`config.mk`:
```
export PLATFORM = sky130hd
export DESIGN_NAME = rotary_encoder_button_decoder_top_flat
export DESIGN_NICKNAME = d
export VERILOG_FILES = /design/src/rtl/rebd_pkg.sv /design/src/rtl/rebd_if.sv /design/src/rtl/rotary_encoder_button_decoder_top.sv /design/src/rtl/rebd_cfg.sv /design/src/rtl/rebd_core.sv /design/src/flat_wrapper.sv
export VERILOG_INCLUDE_DIRS = /design/src /design/src/rtl
export SDC_FILE = /design/constraint.sdc
export NUM_CORES = 1
export LEC_CHECK = 0
export ABC_AREA = 0
export BUFFER_PORTS_ARGS = -buffer_cell sky130_fd_sc_hd__buf_2
export CAP_MARGIN = 20
export CORE_MARGIN = 8
export CORE_UTILIZATION = 57
export DETAILED_ROUTE_END_ITERATION = 6
export MAX_ROUTING_LAYER = met4
export PLACE_DENSITY_LB_ADDON = 0.25
export SLEW_MARGIN = 40
export SYNTH_ARGS = -nofsm -noshare
export SYNTH_HDL_FRONTEND = slang
export SYNTH_SLANG_ARGS = --single-unit
```
`constraint.sdc`:
```
create_clock -name clk -period 6.25 [get_ports clk]
set_input_delay 0.9375 -clock clk [delete_from_list [all_inputs] [get_ports clk]]
set_output_delay 0.9375 -clock clk [all_outputs]
set_load 0.05 [all_outputs]
```
`src/rtl/rotary_encoder_button_decoder_top_macros.svh`:
```
// Assertion macros for the rotary encoder and button decoder.
// Expect signals named clk and rst_n in the scope of each use.
`ifndef ROTARY_ENCODER_BUTTON_DECODER_TOP_MACROS_SVH
`define ROTARY_ENCODER_BUTTON_DECODER_TOP_MACROS_SVH

// Check a property on every rising edge, skipping cycles in reset
`define REBD_ASSERT(label, prop, msg) \
    label: assert property (@(posedge clk) disable iff (!rst_n) prop) \
        else $error(msg);

// Check a property on every rising edge, reset included
`define REBD_ASSERT_ALWAYS(label, prop, msg) \
    label: assert property (@(posedge clk) prop) \
        else $error(msg);

`endif

```
`src/rtl/rebd_pkg.sv`:
```
// Package for the rotary encoder and button decoder.
// Holds payload structs, code constants and configuration defaults; no dependencies.
`timescale 1ns / 1ps

package rebd_pkg;

    // Default time width and fixed field widths
    localparam int TIME_WIDTH_DEF = 32;
    localparam int NOW_W          = 32;
    localparam int MS_W           = 16;
    localparam int CFG_INDEX_W    = 2;
    localparam int CFG_DATA_W     = 16;

    // Configuration register indexes
    localparam logic [CFG_INDEX_W-1:0] REG_DEBOUNCE   = 2'd0;
    localparam logic [CFG_INDEX_W-1:0] REG_LONG_PRESS = 2'd1;
    localparam logic [CFG_INDEX_W-1:0] REG_INVERT     = 2'd2;

    // Configuration reset values
    localparam logic [MS_W-1:0] DEBOUNCE_MS_RST   = 16'd200;
    localparam logic [MS_W-1:0] LONG_PRESS_MS_RST = 16'd5000;

    // Rotation counter limits
    localparam logic signed [7:0] CNT_MAX = 8'sd127;
    localparam logic signed [7:0] CNT_MIN = -8'sd127;

    // Operation codes
    localparam logic OP_SAMPLE = 1'b0;
    localparam logic OP_POLL   = 1'b1;

    // Poll event codes
    typedef enum logic [1:0] {
        EV_NONE   = 2'd0,
        EV_SELECT = 2'd1,
        EV_NEXT   = 2'd2,
        EV_PREV   = 2'd3
    } event_t;

    // Configuration register group
    typedef struct packed {
        logic [MS_W-1:0] debounce_ms;
        logic [MS_W-1:0] long_press_ms;
        logic            invert_direction;
    } cfg_t;

    // One input transaction
    typedef struct packed {
        logic             operation;
        logic             enc_a;
        logic             enc_b;
        logic             button_raw;
        logic [NOW_W-1:0] now_ms;
    } item_t;

    // One result transaction
    typedef struct packed {
        event_t event_code;
        logic   beep;
        logic   soft_reset;
    } result_t;

endpackage

```
`src/rtl/rebd_if.sv`:
```
// Handshake channel interfaces for the rotary encoder and button decoder.
// Depends on rebd_pkg for field widths.
`timescale 1ns / 1ps

interface rebd_item_if;
    import rebd_pkg::*;
    logic             valid;
    logic             ready;
    logic             operation;
    logic             enc_a;
    logic             enc_b;
    logic             button_raw;
    logic [NOW_W-1:0] now_ms;

    modport source (output valid, operation, enc_a, enc_b, button_raw, now_ms,
                    input ready);
    modport sink   (input valid, operation, enc_a, enc_b, button_raw, now_ms,
                    output ready);
endinterface

interface rebd_result_if;
    logic       valid;
    logic       ready;
    logic [1:0] event_code;
    logic       beep;
    logic       soft_reset;

    modport source (output valid, event_code, beep, soft_reset, input ready);
    modport sink   (input valid, event_code, beep, soft_reset, output ready);
endinterface

```
`src/rtl/rotary_encoder_button_decoder_top.sv`:
```
// Channel     Dir  Payload                                          Handshake
// item        in   operation, enc_a, enc_b, button_raw, now_ms      valid/ready
// result      out  event_code, beep, soft_reset                     valid/ready
// wr_*        in   wr_index, wr_data                                wr_en, no wait
//
// One transaction per cycle while results are taken; each item is held in the
// input register, its result in the result register, one decode step between them.
// Reset loads debounce 200 ms, long press 5000 ms, no inversion, and clears decoder state.
// A stalled result holds the result register; the input register then fills and
// item.ready drops until the result is taken.
//
// Top level of the rotary encoder and button decoder; depends on rebd_pkg,
// rebd_if, rebd_cfg, rebd_core and the macros header.
`timescale 1ns / 1ps
`include "rotary_encoder_button_decoder_top_macros.svh"

module rotary_encoder_button_decoder_top
    import rebd_pkg::*;
#(
    parameter int TIME_WIDTH = TIME_WIDTH_DEF
)
(
    input  logic                   clk,
    input  logic                   rst_n,
    rebd_item_if.sink              item,
    rebd_result_if.source          result,
    input  logic                   wr_en,
    input  logic [CFG_INDEX_W-1:0] wr_index,
    input  logic [CFG_DATA_W-1:0]  wr_data
);

    cfg_t    cfg;
    item_t   item_reg;
    logic    item_valid_reg;
    result_t result_reg;
    result_t core_res;
    logic    result_valid_reg;
    logic    advance;

    // Move the held item through decode when the result slot frees up
    assign advance    = item_valid_reg && (!result_valid_reg || result.ready);
    assign item.ready = !item_valid_reg || advance;

    rebd_cfg u_cfg (
        .clk      (clk),
        .rst_n    (rst_n),
        .wr_en    (wr_en),
        .wr_index (wr_index),
        .wr_data  (wr_data),
        .cfg      (cfg)
    );

    rebd_core #(
        .TIME_WIDTH (TIME_WIDTH)
    ) u_core (
        .clk   (clk),
        .rst_n (rst_n),
        .step  (advance),
        .item  (item_reg),
        .cfg   (cfg),
        .res   (core_res)
    );

    // Capture an incoming transaction
    always_ff @(posedge clk or negedge rst_n)
    begin
        if (!rst_n)
        begin
            item_valid_reg <= 1'b0;
        end
        else if (item.valid && item.ready)
        begin
            item_valid_reg <= 1'b1;
        end
        else if (advance)
        begin
            item_valid_reg <= 1'b0;
        end
    end

    always_ff @(posedge clk)
    begin
        if (item.valid && item.ready)
        begin
            item_reg.operation  <= item.operation;
            item_reg.enc_a      <= item.enc_a;
            item_reg.enc_b      <= item.enc_b;
            item_reg.button_raw <= item.button_raw;
            item_reg.now_ms     <= item.now_ms;
        end
    end

    // Hold the result until it is taken
    always_ff @(posedge clk or negedge rst_n)
    begin
        if (!rst_n)
        begin
            result_valid_reg <= 1'b0;
        end
        else if (advance)
        begin
            result_valid_reg <= 1'b1;
        end
        else if (result.ready)
        begin
            result_valid_reg <= 1'b0;
        end
    end

    always_ff @(posedge clk)
    begin
        if (advance)
        begin
            result_reg <= core_res;
        end
    end

    assign result.valid      = result_valid_reg;
    assign result.event_code = result_reg.event_code;
    assign result.beep       = result_reg.beep;
    assign result.soft_reset = result_reg.soft_reset;

    // Check result register fill and field consistency
    `REBD_ASSERT(a_advance_fills_result, advance |=> result_valid_reg, "decoded item lost")
    `REBD_ASSERT_ALWAYS(a_soft_needs_beep,
        result_valid_reg && result_reg.soft_reset |-> result_reg.beep,
        "soft_reset without press")
    `REBD_ASSERT_ALWAYS(a_poll_is_quiet,
        result_valid_reg && result_reg.event_code != EV_NONE
            |-> !result_reg.beep && !result_reg.soft_reset,
        "poll result carries sample flags")

endmodule

```
`src/rtl/rebd_cfg.sv`:
```
// Configuration registers of the rotary encoder and button decoder.
// Depends on rebd_pkg for register indexes, reset values and cfg_t.
`timescale 1ns / 1ps

module rebd_cfg
    import rebd_pkg::*;
(
    input  logic                   clk,
    input  logic                   rst_n,
    input  logic                   wr_en,
    input  logic [CFG_INDEX_W-1:0] wr_index,
    input  logic [CFG_DATA_W-1:0]  wr_data,
    output cfg_t                   cfg
);

    cfg_t cfg_reg;
    cfg_t cfg_next;

    // Decode the write; indexes past the list are dropped
    always_comb
    begin
        cfg_next = cfg_reg;
        if (wr_en)
        begin
            unique case (wr_index)
                REG_DEBOUNCE:   cfg_next.debounce_ms      = wr_data[MS_W-1:0];
                REG_LONG_PRESS: cfg_next.long_press_ms    = wr_data[MS_W-1:0];
                REG_INVERT:     cfg_next.invert_direction = wr_data[0];
                default:        cfg_next = cfg_reg;
            endcase
        end
    end

    // Hold the register values
    always_ff @(posedge clk or negedge rst_n)
    begin
        if (!rst_n)
        begin
            cfg_reg.debounce_ms      <= DEBOUNCE_MS_RST;
            cfg_reg.long_press_ms    <= LONG_PRESS_MS_RST;
            cfg_reg.invert_direction <= 1'b0;
        end
        else
        begin
            cfg_reg <= cfg_next;
        end
    end

    assign cfg = cfg_reg;

endmodule

```
`src/rtl/rebd_core.sv`:
```
// Decode logic and state of the rotary encoder and button decoder.
// Depends on rebd_pkg for item_t, result_t, cfg_t and code constants.
`timescale 1ns / 1ps

module rebd_core
    import rebd_pkg::*;
#(
    parameter int TIME_WIDTH = TIME_WIDTH_DEF
)
(
    input  logic    clk,
    input  logic    rst_n,
    input  logic    step,
    input  item_t   item,
    input  cfg_t    cfg,
    output result_t res
);

    typedef enum logic [2:0] {
        PH_IDLE     = 3'd0,
        PH_HI_HALF  = 3'd1,
        PH_LO_HALF  = 3'd2,
        PH_BOTH_LOW = 3'd3,
        PH_INVALID  = 3'd5
    } phase_t;

    phase_t                 phase_reg,   phase_next;
    logic signed [7:0]      count_reg,   count_next;
    logic                   pending_reg, pending_next;
    logic                   last_reg,    last_next;
    logic [TIME_WIDTH-1:0]  long_reg,    long_next;
    logic [TIME_WIDTH-1:0]  short_reg,   short_next;

    logic                   lo;
    logic                   hi;
    logic                   pressed;
    logic [TIME_WIDTH-1:0]  now;
    logic [TIME_WIDTH-1:0]  long_target;
    logic [TIME_WIDTH-1:0]  short_target;

    // Map pins and time into the decode domain
    assign lo           = cfg.invert_direction ? item.enc_b : item.enc_a;
    assign hi           = cfg.invert_direction ? item.enc_a : item.enc_b;
    assign pressed      = ~item.button_raw;
    assign now          = TIME_WIDTH'(item.now_ms);
    assign long_target  = now + TIME_WIDTH'(cfg.long_press_ms);
    assign short_target = now + TIME_WIDTH'(cfg.debounce_ms);

    // Work out next state and the result for this transaction
    always_comb
    begin
        phase_next   = phase_reg;
        count_next   = count_reg;
        pending_next = pending_reg;
        last_next    = last_reg;
        long_next    = long_reg;
        short_next   = short_reg;
        res.event_code = EV_NONE;
        res.beep       = 1'b0;
        res.soft_reset = 1'b0;

        if (item.operation == OP_POLL)
        begin
            // Report the highest priority event and clear it
            if (pending_reg)
            begin
                pending_next   = 1'b0;
                res.event_code = EV_SELECT;
            end
            else if (count_reg > 8'sd0)
            begin
                count_next     = 8'sd0;
                res.event_code = EV_NEXT;
            end
            else if (count_reg < 8'sd0)
            begin
                count_next     = 8'sd0;
                res.event_code = EV_PREV;
            end
        end
        else
        begin
            // Advance the phase tracker; count a detent on both pins low
            if (lo && hi)
            begin
                phase_next = PH_IDLE;
            end
            else if (hi)
            begin
                phase_next = (phase_reg == PH_IDLE || phase_reg == PH_HI_HALF) ?
                             PH_HI_HALF : PH_INVALID;
            end
            else if (lo)
            begin
                phase_next = (phase_reg == PH_IDLE || phase_reg == PH_LO_HALF) ?
                             PH_LO_HALF : PH_INVALID;
            end
            else
            begin
                if (phase_reg == PH_HI_HALF && count_reg < CNT_MAX)
                begin
                    count_next = count_reg + 8'sd1;
                end
                if (phase_reg == PH_LO_HALF && count_reg > CNT_MIN)
                begin
                    count_next = count_reg - 8'sd1;
                end
                phase_next = PH_BOTH_LOW;
            end

            // Fire the long press pulse once, drop the deadline on release
            res.beep = pressed;
            if (pressed)
            begin
                if (long_reg != '0 && long_reg < now)
                begin
                    res.soft_reset = 1'b1;
                    long_next      = '0;
                end
            end
            else
            begin
                long_next = '0;
            end

            // On a button edge arm the long deadline and debounce presses
            if (pressed != last_reg)
            begin
                if (pressed)
                begin
                    long_next = long_target;
                end
                last_next = pressed;
                if (pressed && short_reg < now)
                begin
                    short_next   = short_target;
                    pending_next = 1'b1;
                end
            end
        end
    end

    // Hold decoder state; update once per transaction
    always_ff @(posedge clk or negedge rst_n)
    begin
        if (!rst_n)
        begin
            phase_reg   <= PH_IDLE;
            count_reg   <= 8'sd0;
            pending_reg <= 1'b0;
            last_reg    <= 1'b0;
            long_reg    <= '0;
            short_reg   <= '0;
        end
        else if (step)
        begin
            phase_reg   <= phase_next;
            count_reg   <= count_next;
            pending_reg <= pending_next;
            last_reg    <= last_next;
            long_reg    <= long_next;
            short_reg   <= short_next;
        end
    end

endmodule

```
`src/flat_wrapper.sv`:
```
// flat-port wrapper written by rule: the top's interface ports become plain ports
module rotary_encoder_button_decoder_top_flat import rebd_pkg::*;
#(
    parameter int TIME_WIDTH = TIME_WIDTH_DEF
)
  (clk, rst_n, wr_en, wr_index, wr_data, item_valid, item_operation, item_enc_a, item_enc_b, item_button_raw, item_now_ms, item_ready, result_valid, result_event_code, result_beep, result_soft_reset, result_ready);
  rebd_item_if item_i ();
  rebd_result_if result_i ();
  input  logic clk;
  input  logic rst_n;
  input  logic wr_en;
  input  logic [CFG_INDEX_W-1:0] wr_index;
  input  logic [CFG_DATA_W-1:0] wr_data;
  input wire logic [$bits(item_i.valid)-1:0] item_valid;
  input wire logic [$bits(item_i.operation)-1:0] item_operation;
  input wire logic [$bits(item_i.enc_a)-1:0] item_enc_a;
  input wire logic [$bits(item_i.enc_b)-1:0] item_enc_b;
  input wire logic [$bits(item_i.button_raw)-1:0] item_button_raw;
  input wire logic [$bits(item_i.now_ms)-1:0] item_now_ms;
  output wire logic [$bits(item_i.ready)-1:0] item_ready;
  output wire logic [$bits(result_i.valid)-1:0] result_valid;
  output wire logic [$bits(result_i.event_code)-1:0] result_event_code;
  output wire logic [$bits(result_i.beep)-1:0] result_beep;
  output wire logic [$bits(result_i.soft_reset)-1:0] result_soft_reset;
  input wire logic [$bits(result_i.ready)-1:0] result_ready;
  assign item_i.valid = item_valid;
  assign item_i.operation = item_operation;
  assign item_i.enc_a = item_enc_a;
  assign item_i.enc_b = item_enc_b;
  assign item_i.button_raw = item_button_raw;
  assign item_i.now_ms = item_now_ms;
  assign item_ready = item_i.ready;
  assign result_valid = result_i.valid;
  assign result_event_code = result_i.event_code;
  assign result_beep = result_i.beep;
  assign result_soft_reset = result_i.soft_reset;
  assign result_i.ready = result_ready;
  rotary_encoder_button_decoder_top #(.TIME_WIDTH(TIME_WIDTH)) u_core (.clk(clk), .rst_n(rst_n), .item(item_i), .result(result_i), .wr_en(wr_en), .wr_index(wr_index), .wr_data(wr_data));
endmodule
```
==> out/metrics.csv, run 1 <==
metric,value,unit
status,finished clean,
fin crit share,57.7,%
Fmax,0.277,GHz
router iterations before antenna repair,5,
relative slew slack,40.8,%
"EDFF count, synth",40,
Die X,145,µm
Avg WL per Cell,18.6,µm
Crit-path slowest cell,a2111oi_0,
Starting Density,57.9,%
Worst-Skew Late Latency,440,ps
Synth Instances,967,
clk sinks,152,
Synth area leaders,"dfrtp_1 27%, ha_1 13%, edfxtp_1 13%",
ys flop type,dfrtp_1,
die area,21100,µm²
grt ovf,0,
compound-cell area share of the yosys netlist,18.1,%
R2R depth,9,
dpl hpwl,17.3,mm
#FFs+latches synth,152,
FILL cells,1361,
layout cells sized above 1,15.6,%
crit-path max FO,29,
synth cell count leaders,"114 x nand2_1, 104 x dfrtp_1, 100 x ha_1, 81 x o21ai_0, 56 x a21oi_1",
Worst Setup Slack post-DPL,2900,ps
via count,7720,
simple-gate area share of the yosys netlist,15.3,%
vias per cell,6.12,
cell-by-cell listing of the critical path,"inv_1, ha_1, a21o_1, a2111oi_0, o21a_1, nand3_1, a21o_1, buf_4, o31ai_1",
final hold vios,0,
register area share after synthesis,42.1,%
area delta synth->final,12.8,%
HP Class,reg2reg,
WS Path Type,reg2reg,
XOR/XNOR Fraction of Synth Area,3.21,%
antenna-violating nets left,0,
max reg flops,36,
Netlist Area Pre-Place,9540,µm²
maximum vdd drop,0.287,mV
syn_nets,1129,
"Core Util, Final",65.3,%
share of the synthesized area in the top cell type,27.3,%
Final Slew Violations,0,
DRC violations left,0,
GR Util All Layers,23.1,%
n_diodes,0,
IO Pins,65,
hold_buf cts,0,
CTS resizes,0,
# Post-CTS Setup Buffers,0,
Syn Area/Cell,9.86,µm²
First DRT Iteration DRCs,805,
RSZ-0062 raised after global routing,no,
YS warnings,0,
Routed WL,23.5,mm
largest net degree at the start of global routing,72,
"FFs w/ async S/R, synth",73.7,%
H-tree lvl count,4,
CP Buf/Inv Count,2,
Die H,145,µm
"Largest delay share family, worst path",compound AO/OA/AOI/OAI gates,
distinct cell type count after synthesis,71,
Setup-failing EPs final,0,
first-pass GRT wire length,38.5,mm
Crit path arrival time,3930,ps
Setup crit start kind,flip-flop,
hold depth,2,
vias in the first global route,7613,
synthesized-area fraction occupied by adder cells,13.7,%
mux contribution to synthesized area,4.21,%
port buffer count,64,
min Tclk post-route,3610,ps
Setup TNS,0,ps
"CTS clk-pin slew, worst paths",70,ps
"area leader, netlist",dfrtp_1,
fin nets,1190,
routability cong.,0.981,
worst path required time,6580,ps
Crit path depth,9,
Root Driver,clkbuf_16,
Cell Rows,47,
leakage,4.83,nW
Worst Skew,11.5,ps
pwr/cell area,346,nW/µm²
Setup crit end kind,flip-flop,
initial antenna violation count,0,
worst setup margin,2640,ps
CTS tree,done,
most instantiated library cell after synthesis,nand2_1,
CTS Buf Count,17,
worst-margin pin slew,866,ps
Longest Clk Path Bufs,2,
total of max-cap violations,0,
largest family of logic cells by synthesized area,compound AO/OA/AOI/OAI gates,
largest stage delay on the critical path,790,ps
Core ar.,16500,µm²
Most common cell on crit path,a21o_1,
Overall Power,3.72,mW
-- cell type report --
class	instances	area [µm²]	share of cell area [%]
Multi-Input combinational cell	734	5250	48.8
Sequential cell	152	4010	37.3
Clock buffer	18	429	3.99
Timing Repair Buffer	71	379	3.52
Tap cell	220	275	2.56
Clock inverter	14	214	1.99
Inverter	52	195	1.81
-- metal layers --
layer / track usage [%] / share of wire (%) / up-vias
met1: 29.7 / 46 / 3700
met3: 4.88 / 5.5 / 43
li1: - / - / 3726
met4: 7.44 / 1.8 / 0
met2: 35.9 / 46 / 251
met5: - / 0 / -
-- worst paths after layout --
check / slack, ps / to / from
setup / recovery: 2640 / u_core.u_core.short_reg[15] / u_core.item_reg[30]
setup reg to reg: 2640 / u_core.u_core.short_reg[15] / u_core.item_reg[30]
hold reg to reg: 490 / u_core.u_core.short_reg[1] / u_core.u_core.short_reg[1]
hold / removal: 490 / u_core.u_core.short_reg[1] / u_core.u_core.short_reg[1]
max in group asynchronous: 4750 / u_core.u_core.count_reg[3] / rst_n
min in group asynchronous: 510 / u_core.u_cfg.cfg[25] / rst_n
-- tightest hold or removal path, stage by stage (launching register included) --
cell and delay [ps]:
dfrtp_1 350, nand2_1 50, o21ai_0 60
-- report_power, final --
| part | switching (mW) | internal [mW] | leakage [nW] |
|---|---|---|---|
| sequential | 0.185 | 1.25 | 1.78 |
| clock | 0.451 | 0.682 | 0.311 |
| combinational | 0.666 | 0.485 | 2.74 |
-- logic make-up (layout without fill, tap and decap cells) --
logic type	after synthesis	in the layout
and+or+nand+nor	294	294
DFF	152	152
AOI/OAI and AO/OA	266	266
muxes	36	36
adders and majority gates	103	103
xor gates and xnor gates	35	35
buffers and inverters	81	155
-- cells in the final DEF (no fill, tap or decap), types with 5 or more instances in the layout --
| cell type | n |
|---|---|
| o31ai_1 | 13 |
| and4_1 | 8 |
| o211ai_1 | 15 |
| a21o_1 | 13 |
| o21ai_0 | 81 |
| buf_4 | 7 |
| or4_1 | 10 |
| xnor2_1 | 18 |
| nand4_1 | 16 |
| nand3_1 | 26 |
| edfxtp_1 | 40 |
| buf_2 | 63 |
| o21a_1 | 14 |
| nor2_1 | 45 |
| a21oi_1 | 55 |
| dfstp_2 | 8 |
| clkbuf_16 | 17 |
| a221oi_1 | 5 |
| nand2_1 | 114 |
| and3_1 | 8 |
| nor3_1 | 13 |
| xor2_1 | 17 |
| dfrtp_1 | 104 |
| a211oi_1 | 8 |
| nand2b_1 | 11 |
| nor4_1 | 10 |
| o311ai_0 | 6 |
| or3_1 | 7 |
| mux2_2 | 33 |
| a31oi_1 | 8 |
| ha_1 | 100 |
| a22oi_1 | 7 |
| inv_1 | 51 |
-- metrics by stage --
step	hold WS [ps]	area [µm²]	cells
3_3_place_gp	455	10100	1228
3_5_place_dp	477	10100	1229
5_1_grt	507	10800	1261
2_1_floorplan	437	9540	967
4_1_cts	492	10700	1261
6_report	491	10800	1261
Note: power is estimated with default switching activity, not from simulation.
==> inputs of run 2 (changes only) <==
--- a/config.mk
+++ b/config.mk
@@ -10,7 +10,7 @@
 export BUFFER_PORTS_ARGS = -buffer_cell sky130_fd_sc_hd__buf_2
 export CAP_MARGIN = 20
 export CORE_MARGIN = 8
-export CORE_UTILIZATION = 57
+export CORE_UTILIZATION = 56
 export DETAILED_ROUTE_END_ITERATION = 6
 export MAX_ROUTING_LAYER = met4
 export PLACE_DENSITY_LB_ADDON = 0.25
==> constraint.sdc (replaced) <==
create_clock -name clk -period 3 [get_ports clk]
set_input_delay 0.45 -clock clk [delete_from_list [all_inputs] [get_ports clk]]
set_output_delay 0.45 -clock clk [all_outputs]
set_load 0.05 [all_outputs]
==> out/metrics.csv, run 2 (synthesized netlist as in run 1, its figures left out) <==
metric,value,unit,change
dpl hpwl,18.2,mm,was 17.3 mm
worst flop-to-flop path endpoint,u_core.u_core.long_reg[18],,was u_core.u_core.short_reg[15]
via count,7940,,"was 7,720"
CTS tree,done,,unchanged
Die H,147,µm,was 145 µm
Final Slew Violations,0,,unchanged
IO Pins,65,,unchanged
GR Util All Layers,23.7,%,was 23.1%
CTS Buf Count,17,,unchanged
"CTS clk-pin slew, worst paths",60,ps,was 70 ps
Setup crit start kind,flip-flop,,unchanged
initial antenna violation count,0,,unchanged
first-pass GRT wire length,39.8,mm,was 38.5 mm
most frequent cells in the layout,"114 x nand2_1, 104 x dfrtp_1, 100 x ha_1, 81 x o21ai_0, 63 x buf_2",,unchanged
Starting Density,57.3,%,was 57.9%
Root Driver,clkbuf_16,,unchanged
hold slack,-5.74,ps,was 491 ps
Routed WL,24.4,mm,was 23.5 mm
"commonest non-fill, non-tap cell in the layout",nand2_1,,unchanged
Layout Cells excl Fill,1299,,"was 1,261"
die area,21500,µm²,"was 21,100 µm²"
Cell Rows,47,,unchanged
reg-to-reg startpoint,u_core.item_reg[0],,was u_core.item_reg[30]
vias per cell,6.11,,was 6.12
Setup-failing EPs final,0,,unchanged
R2R depth,10,,was 9
WS Path Type,reg2reg,,unchanged
Die X,147,µm,was 145 µm
fin crit share,96.0,%,was 57.7%
worst-margin pin slew,628,ps,was 866 ps
First DRT Iteration DRCs,785,,was 805
status,finished with violations,,was finished clean
Overall Power,7.52,mW,was 3.72 mW
Worst R2R Setup Slack,120,ps,was 2640 ps
H-tree lvl count,4,,unchanged
grt ovf,0,,unchanged
final hold vios,4,,was 0
Crit path arrival time,3230,ps,was 3930 ps
largest net degree at the start of global routing,76,,was 72
crit-path max FO,15,,was 29
fin nets,1228,,"was 1,190"
violated checks,hold timing,,
layout cells sized above 1,18.6,%,was 15.6%
Worst Skew,19.0,ps,was 11.5 ps
Placed Cells incl. Taps,1265,,"was 1,229"
n_diodes,0,,unchanged
Core ar.,16600,µm²,"was 16,500 µm²"
HP Class,in2async,,was reg2reg
vias in the first global route,7917,,"was 7,613"
Worst-Skew Late Latency,430,ps,was 440 ps
Setup TNS,0,ps,unchanged
Setup crit end kind,flip-flop,,unchanged
DRC violations left,0,,unchanged
total of max-cap violations,0,,unchanged
worst path required time,3350,ps,was 6580 ps
Avg WL per Cell,18.8,µm,was 18.6 µm
min Tclk post-route,2880,ps,was 3610 ps
clk sinks,152,,unchanged
Fmax,0.347,GHz,was 0.277 GHz
router iterations before antenna repair,6,,was 5
area delta synth->final,15.5,%,was 12.8%
port buffer count,64,,unchanged
leakage,4.99,nW,was 4.83 nW
routability cong.,0.922,,was 0.981
maximum vdd drop,0.521,mV,was 0.287 mV
antenna-violating nets left,0,,unchanged
max reg flops,36,,unchanged
pwr/cell area,683,nW/µm²,was 346 nW/µm²
launch point of the worst path,u_core.item_reg[0],,was u_core.item_reg[30]
Longest Clk Path Bufs,2,,unchanged
relative slew slack,58.0,%,was 40.8%
Worst Setup EP,u_core.u_core.long_reg[18],,was u_core.u_core.short_reg[15]
-- run 2: cell types whose count changed in the layout (fill, tap and decap cells not counted), sizes merged --
cell / delta
buf: +38
clkinvlp: +1
bufinv: -3
clkbuf: +3
inv: -5
clkinv: +4
-- run 2: worst min path at each step --
| stage | slack, ps | to | startpoint | depth (start not counted) |
|---|---|---|---|---|
| 4_1_cts | 6 | u_core.u_core.short_reg[7] | rst_n | 1 |
| 2_1_floorplan | 150 | u_core.item_valid_reg | rst_n | 0 |
| 5_1_grt | 20 | u_core.u_cfg.cfg[7] | rst_n | 1 |
| 3_5_place_dp | 460 | u_core.u_core.short_reg[7] | rst_n | 1 |
| 6_report | -6 | u_core.u_core.short_reg[7] | rst_n | 1 |
| 3_3_place_gp | 460 | u_core.u_core.short_reg[7] | rst_n | 1 |
-- run 2: what timing repair did --
item | 4_1_cts | 5_1_grt
endpoints found under the setup margin | 0 | 16
resized for setup | 0 | 9
hold buffers | 0 | 0
setup buffers | 0 | 2
-- run 2: critical path, cell delays in order, from the launching register on --
cell	delay, ps
edfxtp_1	400
ha_1	190
inv_1	60
fa_1	400
nor2b_1	180
o31a_1	200
o21ai_0	160
a21bo_2	240
a41o_2	370
or4_1	500
nand3_1	100
-- run 2: metal layers --
layer	global-route usage (%)	wire, µm	vias to the layer above
li1	-	-	3801
met1	30.5	11000	3789
met2	36.3	11000	296
met3	4.82	1700	54
met4	8.91	705	0
met5	-	0	-
-- run 2: cell type report --
type                    count  area, µm²
inverters                  52        195
repair buffers            109        711
multi-input cells         734       5290
well taps                 220        275
fillers                  1317       5620
clock inverters            11        100
clock buffers              21        440
flip-flops and latches    152       4010
-- run 2: power by group --
group          internal, mW  switching (mW)
Combinational          1.11            1.47
Clock                  1.14           0.849
Sequential             2.60           0.349
Total                  4.85            2.67
-- run 2: through the flow --
stage               utilization, %  setup WS, ps  cell area [µm²]
floorplan                        -          6.66             9560
CTS                           65.9          16.3            11000
global route                  66.2         -39.7            11000
global placement              62.6           113            10400
finish                        66.2           121            11000
detailed placement            62.7          30.8            10400
==> inputs of run 3 (changes only) <==
--- a/config.mk
+++ b/config.mk
@@ -10,7 +10,7 @@
 export BUFFER_PORTS_ARGS = -buffer_cell sky130_fd_sc_hd__buf_2
 export CAP_MARGIN = 20
 export CORE_MARGIN = 8
-export CORE_UTILIZATION = 56
+export CORE_UTILIZATION = 57
 export DETAILED_ROUTE_END_ITERATION = 6
 export MAX_ROUTING_LAYER = met4
 export PLACE_DENSITY_LB_ADDON = 0.25
==> constraint.sdc (replaced) <==
create_clock -name clk -period 3.05 [get_ports clk]
set_input_delay 0.4575 -clock clk [delete_from_list [all_inputs] [get_ports clk]]
set_output_delay 0.4575 -clock clk [all_outputs]
set_load 0.05 [all_outputs]
==> out/metrics.csv, run 3 (synthesized netlist as in run 1, its figures left out) <==
metric,value,unit,change
router iterations before antenna repair,7,,was 6
WS Path Type,reg2reg,,unchanged
reg-to-reg startpoint,u_core.u_core.count_reg[1],,was u_core.item_reg[0]
area delta synth->final,15.4,%,was 15.5%
R2R depth,12,,was 10
H-tree lvl count,4,,unchanged
DRC violations left,0,,unchanged
dpl hpwl,18.3,mm,was 18.2 mm
grt ovf,0,,unchanged
min Tclk post-route,2900,ps,was 2880 ps
Worst R2R Setup Slack,150,ps,was 120 ps
Worst-Skew Late Latency,440,ps,was 430 ps
crit-path max FO,6,,was 15
"CTS clk-pin slew, worst paths",70,ps,was 60 ps
total of max-cap violations,0,,unchanged
Core ar.,16500,µm²,"was 16,600 µm²"
RSZ-0062 raised after global routing,yes,,
leakage,4.98,nW,was 4.99 nW
worst path required time,3350,ps,about the same
worst setup margin,146,ps,was 121 ps
worst flop-to-flop path endpoint,u_core.u_core.count_reg[7],,was u_core.u_core.long_reg[18]
n_diodes,0,,unchanged
vias per cell,6.11,,about the same
fin nets,1227,,"was 1,228"
CTS Buf Count,17,,unchanged
Die X,145,µm,was 147 µm
Placed Cells incl. Taps,1261,,"was 1,265"
first-pass GRT wire length,39.4,mm,was 39.8 mm
Setup crit end kind,flip-flop,,unchanged
most frequent cells in the layout,"114 x nand2_1, 102 x dfrtp_1, 100 x ha_1, 81 x o21ai_0, 63 x buf_2",,"was 114 x nand2_1, 104 x dfrtp_1, 100 x ha_1, 81 x o21ai_0, 63 x buf_2"
Setup-failing EPs final,0,,unchanged
First DRT Iteration DRCs,639,,was 785
"commonest non-fill, non-tap cell in the layout",nand2_1,,unchanged
Avg WL per Cell,18.6,µm,was 18.8 µm
port buffer count,64,,unchanged
maximum vdd drop,0.493,mV,was 0.521 mV
pwr/cell area,680,nW/µm²,was 683 nW/µm²
Layout Cells excl Fill,1298,,"was 1,299"
fin crit share,95.2,%,was 96.0%
Final Slew Violations,0,,unchanged
Root Driver,clkbuf_16,,unchanged
hold_buf cts,0,,unchanged
antenna-violating nets left,0,,unchanged
clk sinks,152,,unchanged
status,finished clean,,was finished with violations
vias in the first global route,7830,,"was 7,917"
Worst Skew,12.9,ps,was 19.0 ps
Starting Density,57.9,%,was 57.3%
FILL cells,1285,,"was 1,317"
max reg flops,36,,unchanged
Routed WL,24.2,mm,was 24.4 mm
IO Pins,65,,unchanged
Die H,145,µm,was 147 µm
HP Class,in2async,,unchanged
relative slew slack,43.8,%,was 58.0%
routability cong.,0.953,,was 0.922
Cell Rows,47,,unchanged
Worst Setup Slack post-DPL,9.97,ps,was 30.8 ps
initial antenna violation count,0,,unchanged
Fmax,0.344,GHz,was 0.347 GHz
Longest Clk Path Bufs,2,,unchanged
die area,21100,µm²,"was 21,500 µm²"
Setup crit start kind,flip-flop,,unchanged
worst-margin pin slew,838,ps,was 628 ps
largest net degree at the start of global routing,50,,was 76
GR Util All Layers,23.7,%,about the same
final hold vios,0,,was 4
layout cells sized above 1,18.7,%,was 18.6%
via count,7929,,"was 7,940"
Crit path arrival time,3210,ps,was 3230 ps
Setup TNS,0,ps,unchanged
CTS tree,done,,unchanged
==> run 3: layer usage <==
metal | vias up | track usage [%] | share of wire [%]
met5 | - | - | 0
li1 | 3806 | - | -
met1 | 3795 | 31.2 | 46
met4 | 0 | 8.12 | 2.4
met2 | 283 | 36.4 | 46
met3 | 45 | 4.04 | 5.5
==> run 3: timing repair <==
action,CTS,global route
pin swaps,0,4
gates cloned,0,0
gates resized for setup,1,9
setup endpoints to repair,1,11
setup buffers,0,5
==> run 3: stage by stage <==
step / util [%] / cell area, µm² / total power, mW / hold WS (ps)
finish: 66.9 / 11000 / 7.48 / 46.6
global route: 66.9 / 11000 / 7.95 / 106
detailed placement: 63.0 / 10400 / 5.36 / 475
CTS: 66.5 / 10900 / 7.45 / 75.6
floorplan: - / 9560 / 4.61 / 162
global placement: 63.0 / 10400 / 5.28 / 460
==> run 3: critical path, cell delays in order, from the launching register on <==
cell and delay [ps]:
dfrtp_2 440, nor4_4 270, buf_4 160, a311oi_4 110, buf_4 170, buf_4 150, ha_1 270, inv_1 100
o21bai_1 100, a2111o_1 440, and2_1 170, a221oi_1 260, o311ai_1 140
==> run 3: cell type report <==
cell class	instances	area, µm²	share of cell area, %
Tap cell	220	275	2.50
Clock inverter	14	140	1.27
Timing Repair Buffer	108	678	6.16
Inverter	52	195	1.77
Sequential cell	152	4020	36.5
Clock buffer	18	429	3.90
Multi-Input combinational cell	734	5280	47.9
==> run 3: how the worst max path moves through the flow <==
stage	startpoint	endpoint	slack [ps]	cells past startpoint
after floorplan	u_core.u_core.phase_reg[2]	u_core.u_core.count_reg[7]	60	10
after global placement	u_core.item_reg[0]	u_core.u_core.short_reg[28]	70	10
after detailed placement	u_core.item_reg[0]	u_core.u_core.short_reg[28]	10	10
after CTS	u_core.u_core.phase_reg[2]	u_core.u_core.count_reg[7]	30	10
after global routing	u_core.u_core.count_reg[1]	u_core.u_core.count_reg[7]	3	12
final	u_core.u_core.count_reg[1]	u_core.u_core.count_reg[7]	150	12
==> run 3: power by group <==
part	switching (mW)	internal [mW]
Sequential	0.355	2.56
Clock	0.919	1.14
Combinational	1.42	1.08
Total	2.69	4.79
